$ cat src/rtl/trpd_pkg.sv
// ----------------------------------------------------------------------------
// trpd_pkg
// Shared types and constants for the run-length pixel stream decoder.
// ----------------------------------------------------------------------------
package trpd_pkg;

  // Pixel size selected by the depth_mode register.
  typedef enum logic [1:0] {
    DEPTH_8   = 2'd0,
    DEPTH_555 = 2'd1,
    DEPTH_24  = 2'd2,
    DEPTH_32  = 2'd3
  } depth_t;

  localparam int CFG_IDX_W = 1;
  localparam int CFG_DATA_W = 32;

  localparam logic [CFG_IDX_W-1:0] CFG_DEPTH_MODE  = 1'b0;
  localparam logic [CFG_IDX_W-1:0] CFG_PIXEL_TOTAL = 1'b1;

  localparam depth_t      DEPTH_RESET = DEPTH_24;
  localparam logic [31:0] TOTAL_RESET = 32'd1;

  localparam logic [6:0] HDR_COUNT_MASK = 7'h7F;
  localparam int         HDR_RUN_BIT    = 7;

endpackage

$ cat src/rtl/tga_rle_pixel_decoder_unit.sv
// ----------------------------------------------------------------------------
// tga_rle_pixel_decoder_unit
// Decodes a run-length coded pixel byte stream into pixels with repeat counts.
// ----------------------------------------------------------------------------
//  Channel  Direction  Handshake            Payload
//  in_      input      in_valid / in_stall  in_byte[7:0]
//  out_     output     out_valid/out_stall  out_chan0..3[7:0], out_repeat_count,
//                                           out_image_done
//  cfg_     input      cfg_valid/cfg_ready  cfg_index[0], cfg_data[31:0]
//
// One byte is accepted per cycle unless stalled. A header byte gives no request on
// the output; the last byte of a pixel gives one request, registered, visible the
// next cycle. Throughput is set by the single output register: while it holds a
// request that is stalled, in_stall is raised. Reset (rst_n low, synchronous)
// returns the decoder to wait for a header, depth 24 bit and a pixel total of 1.
// ----------------------------------------------------------------------------
module tga_rle_pixel_decoder_unit
  import trpd_pkg::*;
(
  input  logic                  clk,
  input  logic                  rst_n,
  input  logic                  in_valid,
  output logic                  in_stall,
  input  logic [7:0]            in_byte,
  output logic                  out_valid,
  input  logic                  out_stall,
  output logic [7:0]            out_chan0,
  output logic [7:0]            out_chan1,
  output logic [7:0]            out_chan2,
  output logic [7:0]            out_chan3,
  output logic [7:0]            out_repeat_count,
  output logic                  out_image_done,
  input  logic                  cfg_valid,
  output logic                  cfg_ready,
  input  logic [CFG_IDX_W-1:0]  cfg_index,
  input  logic [CFG_DATA_W-1:0] cfg_data
);

  depth_t      depth_mode_r;
  logic [31:0] pixel_total_r;

  logic        expect_header_r, expect_header_nxt;
  logic        run_packet_r, run_packet_nxt;
  logic [7:0]  packet_left_r, packet_left_nxt;
  logic [1:0]  byte_idx_r, byte_idx_nxt;
  logic [31:0] assembly_r, assembly_nxt;
  logic [31:0] decoded_r, decoded_nxt;

  logic        out_valid_r;
  logic [7:0]  chan0_r, chan1_r, chan2_r, chan3_r, repeat_count_r;
  logic        image_done_r;

  logic        in_fire, out_fire;
  logic        total_reached;
  logic [31:0] remaining;
  logic [7:0]  hdr_count, hdr_clamped;
  logic        pix_done;
  logic [31:0] pix_value;
  logic [7:0]  left_eff, rep;
  logic [32:0] done_at;
  logic        done;
  logic [7:0]  c0, c1, c2, c3;

  assign in_stall  = out_valid_r && out_stall;
  assign in_fire   = in_valid && !in_stall;
  assign out_fire  = out_valid_r && !out_stall;
  assign cfg_ready = 1'b1;

  assign out_valid        = out_valid_r;
  assign out_chan0        = chan0_r;
  assign out_chan1        = chan1_r;
  assign out_chan2        = chan2_r;
  assign out_chan3        = chan3_r;
  assign out_repeat_count = repeat_count_r;
  assign out_image_done   = image_done_r;

  // Pixels still owed to the image; once the total is reached one more is allowed.
  assign total_reached = decoded_r >= pixel_total_r;
  assign remaining     = total_reached ? 32'd1 : (pixel_total_r - decoded_r);
  assign hdr_count     = {1'b0, in_byte[6:0] & HDR_COUNT_MASK} + 8'd1;
  assign hdr_clamped   = ({24'd0, hdr_count} > remaining) ? remaining[7:0] : hdr_count;

  // A byte index past the current pixel size also completes the pixel.
  assign pix_done  = !(byte_idx_r < depth_mode_r);
  assign pix_value = assembly_r | ({24'd0, in_byte} << {byte_idx_r, 3'b000});

  assign left_eff = (packet_left_r == 8'd0) ? 8'd1 : packet_left_r;
  assign rep      = run_packet_r ? left_eff : 8'd1;
  assign done_at  = {1'b0, decoded_r} + {25'd0, rep};
  assign done     = total_reached || (done_at >= {1'b0, pixel_total_r});

  always_comb begin
    c3 = 8'd0;
    unique case (depth_mode_r)
      DEPTH_8: begin
        c0 = pix_value[7:0];
        c1 = 8'd0;
        c2 = 8'd0;
      end
      DEPTH_555: begin
        c0 = {pix_value[4:0], 3'b000};
        c1 = {pix_value[9:5], 3'b000};
        c2 = {pix_value[14:10], 3'b000};
      end
      DEPTH_24: begin
        c0 = pix_value[7:0];
        c1 = pix_value[15:8];
        c2 = pix_value[23:16];
      end
      default: begin
        c0 = pix_value[7:0];
        c1 = pix_value[15:8];
        c2 = pix_value[23:16];
        c3 = pix_value[31:24];
      end
    endcase
  end

  always_comb begin
    expect_header_nxt = expect_header_r;
    run_packet_nxt    = run_packet_r;
    packet_left_nxt   = packet_left_r;
    byte_idx_nxt      = byte_idx_r;
    assembly_nxt      = assembly_r;
    decoded_nxt       = decoded_r;
    if (in_fire) begin
      if (expect_header_r) begin
        run_packet_nxt    = in_byte[HDR_RUN_BIT];
        packet_left_nxt   = hdr_clamped;
        byte_idx_nxt      = 2'd0;
        assembly_nxt      = 32'd0;
        expect_header_nxt = 1'b0;
      end else if (!pix_done) begin
        assembly_nxt = pix_value;
        byte_idx_nxt = byte_idx_r + 2'd1;
      end else begin
        byte_idx_nxt    = 2'd0;
        assembly_nxt    = 32'd0;
        packet_left_nxt = run_packet_r ? 8'd0 : (left_eff - 8'd1);
        if (done) begin
          decoded_nxt       = 32'd0;
          packet_left_nxt   = 8'd0;
          expect_header_nxt = 1'b1;
        end else begin
          decoded_nxt = done_at[31:0];
          if (packet_left_nxt == 8'd0) begin
            expect_header_nxt = 1'b1;
          end
        end
      end
    end
  end

  always_ff @(posedge clk) begin
    if (!rst_n) begin
      depth_mode_r    <= DEPTH_RESET;
      pixel_total_r   <= TOTAL_RESET;
      expect_header_r <= 1'b1;
      run_packet_r    <= 1'b0;
      packet_left_r   <= 8'd0;
      byte_idx_r      <= 2'd0;
      assembly_r      <= 32'd0;
      decoded_r       <= 32'd0;
      out_valid_r     <= 1'b0;
    end else begin
      expect_header_r <= expect_header_nxt;
      run_packet_r    <= run_packet_nxt;
      packet_left_r   <= packet_left_nxt;
      byte_idx_r      <= byte_idx_nxt;
      assembly_r      <= assembly_nxt;
      decoded_r       <= decoded_nxt;
      if (cfg_valid && cfg_ready) begin
        unique case (cfg_index)
          CFG_DEPTH_MODE:  depth_mode_r  <= depth_t'(cfg_data[1:0]);
          CFG_PIXEL_TOTAL: pixel_total_r <= cfg_data;
          default: ;
        endcase
      end
      if (in_fire && !expect_header_r && pix_done) begin
        out_valid_r <= 1'b1;
      end else if (out_fire) begin
        out_valid_r <= 1'b0;
      end
    end
  end

  always_ff @(posedge clk) begin
    if (in_fire && !expect_header_r && pix_done) begin
      chan0_r        <= c0;
      chan1_r        <= c1;
      chan2_r        <= c2;
      chan3_r        <= c3;
      repeat_count_r <= rep;
      image_done_r   <= done;
    end
  end

  a_rep_nonzero: assert property (@(posedge clk) disable iff (!rst_n)
    out_valid_r |-> repeat_count_r != 8'd0)
    else $error("result with zero repeat count");

  a_raw_rep_one: assert property (@(posedge clk) disable iff (!rst_n)
    (in_fire && !expect_header_r && pix_done && !run_packet_r)
      |=> (out_valid_r && repeat_count_r == 8'd1))
    else $error("raw pixel without repeat of one");

  a_done_restart: assert property (@(posedge clk) disable iff (!rst_n)
    (in_fire && !expect_header_r && pix_done && done)
      |=> (expect_header_r && decoded_r == 32'd0 && image_done_r))
    else $error("image end did not restart the decoder");

  a_header_silent: assert property (@(posedge clk) disable iff (!rst_n)
    (in_fire && expect_header_r && !out_valid_r) |=> !out_valid_r)
    else $error("header byte produced a request");

endmodule
$ cat config.mk
export PLATFORM = sky130hd
export DESIGN_NAME = tga_rle_pixel_decoder_unit
export DESIGN_NICKNAME = d
export VERILOG_FILES = /design/src/rtl/trpd_pkg.sv /design/src/rtl/tga_rle_pixel_decoder_unit.sv
export SDC_FILE = /design/constraint.sdc
export NUM_CORES = 1
export LEC_CHECK = 0
export ABC_AREA = 0
export BUFFER_PORTS_ARGS = -buffer_cell sky130_fd_sc_hd__buf_4
export CORE_ASPECT_RATIO = 1.25
export CORE_MARGIN = 5
export CORE_UTILIZATION = 50
export CTS_CLUSTER_SIZE = 20
export DETAILED_ROUTE_END_ITERATION = 7
export PLACE_DENSITY = 0.67
export SYNTH_ARGS = -nofsm -noshare
export SYNTH_HDL_FRONTEND = slang
export SYNTH_SLANG_ARGS = --single-unit
$ cat constraint.sdc
create_clock -name clk -period 6 [get_ports clk]
set_input_delay 0.6 -clock clk [delete_from_list [all_inputs] [get_ports clk]]
set_output_delay 0.6 -clock clk [all_outputs]
set_load 0.03 [all_outputs]
After elaboration in Yosys (flattened, before gate mapping). Index checks and enable logic that the tools add are counted.

Output and inout port bits: 44. Bits of input ports: 46. Logic and storage cells: 75. Bits in registers: 152.

Shifts and indexed selects: 1. Eq/ne operators: 3. Reductions and logical operators: 20. Magnitude comparators: 4. Bitwise operators: 4. Add/subtract/negate cells: 5. Mux-type cells: 22.

Operators by type and width (number): two-way mux 32 bit (4); two-way mux 8 bit (8); adder 32 x 8 -> 33 bit (1); >= comparator 33 x 32 -> 1 bit (1); >= comparator 32 bit (1); > comparator 8 x 32 -> 1 bit (1); OR 32 bit (1); one-hot mux 8 bit (2 select lines) (2); << shifter 8 x 5 -> 32 bit (1); subtractor 32 bit (1); logical NOT 8 bit (2); adder 7 x 1 -> 8 bit, second input constant (1); AND reduction 2 bit (4); subtractor 8 x 1 -> 8 bit, second input constant (1); two-way mux 1 bit (6); logical AND 1 bit (5); logical NOT 1 bit (4); two-way mux 2 bit (2); NOT 1 bit (3); AND reduction 3 bit (1); OR reduction 3 bit (1); adder 2 x 1 -> 2 bit, second input constant (1); == test 2 x 1 -> 1 bit, second input constant (1); == test 2 bit, second input constant (1); other kinds (5) (5).

Depth between registers and ports, before layout.
Depth in word-level cells: 9. Depth in mapped cells: 29. Depth with buffers taken out: 26.

Least setup slack after synthesis. No wires, ideal clock.

Path type: register to register. From: register packet_left_r[2]. To: register decoded_r[9]. Clock period less this slack: 5337 ps. Stages on the path, launching flop included: 30. Buffers on the path: 3. Data arrival time: 5267 ps. Setup time: 70 ps. Setup slack: 663 ps. Cells stage by stage: dfxtp_1 -> clkbuf_1 -> nor4_1 -> a21o_1 -> inv_1 -> nand2_1 -> ha_1 -> inv_1 -> fa_1 -> nor2b_1 -> o21ai_0 -> a21boi_0 -> o21ai_0 -> a21oi_1 -> and3_1 -> clkbuf_1 -> nand3_1 -> xnor2_1 -> ha_1 -> a21o_1 -> a21o_1 -> a21oi_1 -> nand2_1 -> a21oi_1 -> a221o_1 -> nand3_1 -> nor2_1 -> clkbuf_1 -> nand2_1 -> a21oi_1.

Word-level cells in the longest chain between the ends: 7.

RTL lines: from (decl) (line tga_rle_pixel_decoder_unit.sv:44) `logic [7:0] packet_left_r, packet_left_nxt;`; from (signal assigned) (line tga_rle_pixel_decoder_unit.sv:168) `packet_left_r <= packet_left_nxt;`; logical NOT 8 bit * (line tga_rle_pixel_decoder_unit.sv:87) `assign left_eff = (packet_left_r == 8'd0) ? 8'd1 : packet_left_r;`; two-way mux 8 bit * (line tga_rle_pixel_decoder_unit.sv:87); two-way mux 8 bit * (line tga_rle_pixel_decoder_unit.sv:88) `assign rep = run_packet_r ? left_eff : 8'd1;`; via rep[0] (line tga_rle_pixel_decoder_unit.sv:59) `logic [7:0] left_eff, rep;`; adder 32 x 8 -> 33 bit * (line tga_rle_pixel_decoder_unit.sv:89) `assign done_at = {1'b0, decoded_r} + {25'd0, rep};`; >= comparator 33 x 32 -> 1 bit (line tga_rle_pixel_decoder_unit.sv:90) `assign done = total_reached || (done_at >= {1'b0, pixel_total_r});`; logical OR 1 bit (line tga_rle_pixel_decoder_unit.sv:90); two-way mux 32 bit * (line tga_rle_pixel_decoder_unit.sv:140) `if (done) begin`; to (signal assigned) (line tga_rle_pixel_decoder_unit.sv:171) `decoded_r <= decoded_nxt;`; to (decl) (line tga_rle_pixel_decoder_unit.sv:47) `logic [31:0] decoded_r, decoded_nxt;`.

The timed path passes the listed nets; every way through them passes the cells marked *. A chain may end at the register's enable or synchronous reset.

Worst setup path after layout.
From: register decoded_r[21]. To: register packet_left_r[2].

Word-level cells in the longest chain between the ends: 6.

RTL lines: adder 32 x 8 -> 33 bit (line tga_rle_pixel_decoder_unit.sv:89); >= comparator 33 x 32 -> 1 bit (line tga_rle_pixel_decoder_unit.sv:90); logical OR 1 bit (line tga_rle_pixel_decoder_unit.sv:90); two-way mux 8 bit (line tga_rle_pixel_decoder_unit.sv:140); two-way mux 8 bit (line tga_rle_pixel_decoder_unit.sv:133) `end else if (!pix_done) begin`; two-way mux 8 bit * (line tga_rle_pixel_decoder_unit.sv:127) `if (expect_header_r) begin`.

Mark *: on every way between the ends. The rest lies on a longest branch, timed or not. The select of a mux whose other input is x is not followed.

==> impl_metrics.yaml <==
synthesis:
  ys_types: 77
  syn_inst: 1293
  synth-edff-count: 41
  synth_top_area_frac: 0.217
  synth_largest_area_cell: "dfxtp_1"
  yosysSeqAreaShare: 0.337
  synthFlopType: "dfxtp_1"
  synth_nets: 1424
  ys_async_sr_fraction: 0
  netlist_area_sq_um: 10300
  synth-compound-area-share: 0.218
  syn_area_per_cell_sq_um: 7.94
  muxShareOfSynthArea: 0.0144
  synth_area_leaders: "dfxtp_1 22%, edfxtp_1 12%, ha_1 10%"
  synth_fa_ha_area_frac: 0.105
  synth_seq_cells: 152
  synthSimpleGateAreaFrac: 0.214
  synthXorXnorAreaFrac: 0.0452
  ys.warnings.count: 0
  synth_top_family_by_area: "compound AO/OA/AOI/OAI gates"
placed_design:
  io_buffers: 88
  numPlacedInstances: 1593
  gp_congestion: 0.980
  dp_slack_ns: 0.00526
  hpwl_um: 24300
layout:
  regArea_sq_um: 3450
  final_util: 0.581
  final_cell_mix: "167 x a21oi_1, 159 x nand2_1, 111 x nor2_1, 111 x dfxtp_1, 105 x buf_4"
  num_antenna_cells: 0
  drive_gt1_frac: 0.134
  fin_nets: 1473
  fin_cells: 1625
  layout_commonest_cell: "a21oi_1"
  syn_to_final_growth_pct: 14.2
  multi_input_area_sq_um: 6170
  layout.filler_cells: 1958
worst_setup_path:
  worstPathMaxFanout: 12
  regToRegSetupSlack_ns: 0.19
  cp-end-kind: "flip-flop"
  criticalPathCategory: "reg -> reg"
  critical_path.endpoint: "packet_left_r[2]"
  arrival_ns: 6.16
  start_kind: "flip-flop"
  r2r_cells: 20
  crit_start: "decoded_r[21]"
  r2r_start: "decoded_r[21]"
  rr_endpoint: "packet_left_r[2]"
  crit_required_ns: 6.35
timing:
  maxClockFrequency_mhz: 172
  period_minus_slack_ns: 5.81
  finalSetupViolations: 0
  finalSetupTns_ns: 0
  worst_hold_slack_ns: 0.401
  setup_ws_ns: 0.193
  tightest_slew_ns: 1.17
  drv_slew: 0
  period_share: 0.968
  final.setup_skew_ns: 0.0104
  maxSlewHeadroom: 0.217
  hold_viol: 0
grt:
  grt_util_all_layers: 0.263
  grt_max_degree: 69
  antenna_found_initial: 0
  grt_pass1_vias: 9386
  overflow: 0
  grt_pass1_wl_um: 49700
power_and_ir_drop:
  peakVddDrop_uv: 198
  power.density_nw_per_um2: 256
  leakagePower_nw: 4.76
cts:
  cts_tree: "done"
  cts.sinks: 152
  root_buffer: "clkbuf_16"
  h-tree-depth: 4
  cts.path.max_buffers: 2
  cts_buffers: 17
  clk_pin_slew_ns: 0.07
  clock_latency_ns: 0.44
die:
  rows: 58
  core_sq_um: 20200
  start_util: 0.509
  die_w_um: 138
  num_io_pins: 90
  die_h_um: 170
  die_area_sq_um: 23500
worst_hold_path:
  hold_class: "in -> reg"
routing:
  drtPass1Iterations: 5
  drtAntennaViolNets: 0
  routed_via_density: 5.99
  drtIter0Drc: 708
  wirelength_um: 31500
  via_count: 9734
  avgRoutedWirePerCell_um: 19.4
  drc: 0
outcome:
  status: "finished clean"
job:
  maxCapViolations: 0
## cell usage after synthesis (13+ instances only)
cell type / count
nor2_1: 111
a21oi_1: 167
or3_1: 14
xor2_1: 13
inv_1: 86
ha_1: 83
dfxtp_1: 111
o21ai_0: 44
edfxtp_1: 41
a21o_1: 22
clkbuf_1: 58
a22oi_1: 13
o21a_1: 13
nand3_1: 39
xnor2_1: 40
nor3_1: 33
nor4_1: 13
nor2b_1: 14
nand2_1: 159
nand4_1: 31
## flip-flops by register name, indices dropped and copies added (netlist names)
name,count
out_repeat_count,8
assembly_r,32
out_chan2,8
byte_idx_r,2
out_chan1,8
depth_mode_r,2
out_chan0,8
packet_left_r,8
pixel_total_r,32
out_image_done,1
out_valid,1
run_packet_r,1
out_chan3,8
decoded_r,32
expect_header_r,1
## stage by stage
stage	power [mW]	area, sq um
floorplan	1.62	10300
global placement	1.83	11100
detailed placement	1.83	11100
CTS	2.99	11700
global route	3.12	11700
finish	3.00	11700
## layout make-up
class,count,area share
Clock buffer,18,0.0366
Clock inverter,14,0.0161
Inverter,88,0.0282
Multi-Input combinational cell,977,0.527
Sequential cell,152,0.295
Tap cell,270,0.0288
Timing Repair Buffer,106,0.0690
## what timing repair did
| action | 4_1_cts | 5_1_grt |
|---|---|---|
| resized for setup | 1 | 9 |
| setup endpoints to repair | 1 | 20 |
| hold buffers | 0 | 0 |
| setup buffers | 0 | 0 |
| cloned | 0 | 0 |
## critical path: stages, from the launching register on
cell	delay, ns
dfxtp_1	0.44
inv_1	0.07
ha_1	0.42
a21oi_1	0.40
o21ai_0	0.19
a21oi_1	0.23
nand3_1	0.25
a32oi_2	0.35
nand2_1	0.29
nand2_1	0.15
ha_1	0.15
nor2b_1	0.14
o21a_1	0.11
o21a_1	0.10
o21ai_0	0.09
a221oi_2	0.42
o21ai_0	0.20
or4_4	0.59
or4_4	0.53
mux2_4	0.34
o32ai_2	0.25
## power breakdown
part	switching (mW)	internal (mW)	total, mW	leakage [nW]
Sequential	0.0301	1.08	1.11	1.28
Combinational	0.448	0.275	0.723	3.19
Clock	0.494	0.668	1.16	0.290
Total	0.971	2.03	3.00	4.76
## routing by layer
layer | share of wire | GRT usage
met1 | 0.40 | 0.291
met2 | 0.51 | 0.496
met3 | 0.051 | 0.0450
met4 | 0.040 | 0.116
met5 | 0 | 0
## worst min-delay path by stage
stage	from	to	slack, ns	cells after the start
3_5_place_dp	assembly_r[25]	assembly_r[25]	0.45	2
3_3_place_gp	assembly_r[25]	assembly_r[25]	0.45	2
6_report	cfg_data[1]	depth_mode_r[1]	0.40	3
2_1_floorplan	assembly_r[0]	assembly_r[0]	0.44	2
4_1_cts	cfg_data[13]	pixel_total_r[13]	0.40	3
5_1_grt	cfg_data[15]	pixel_total_r[15]	0.40	3
## cell families (layout without fill, tap and decap cells)
group / count (synthesis) / after routing
fa+ha+maj: 85 / 85
xor+xnor: 53 / 53
buf+inv: 164 / 226
other cells: 1 / 1
flops: 152 / 152
mux: 14 / 14
simple gates: 465 / 465
compound gates: 359 / 359
No activity file was read; power rests on OpenSTA's default activity.
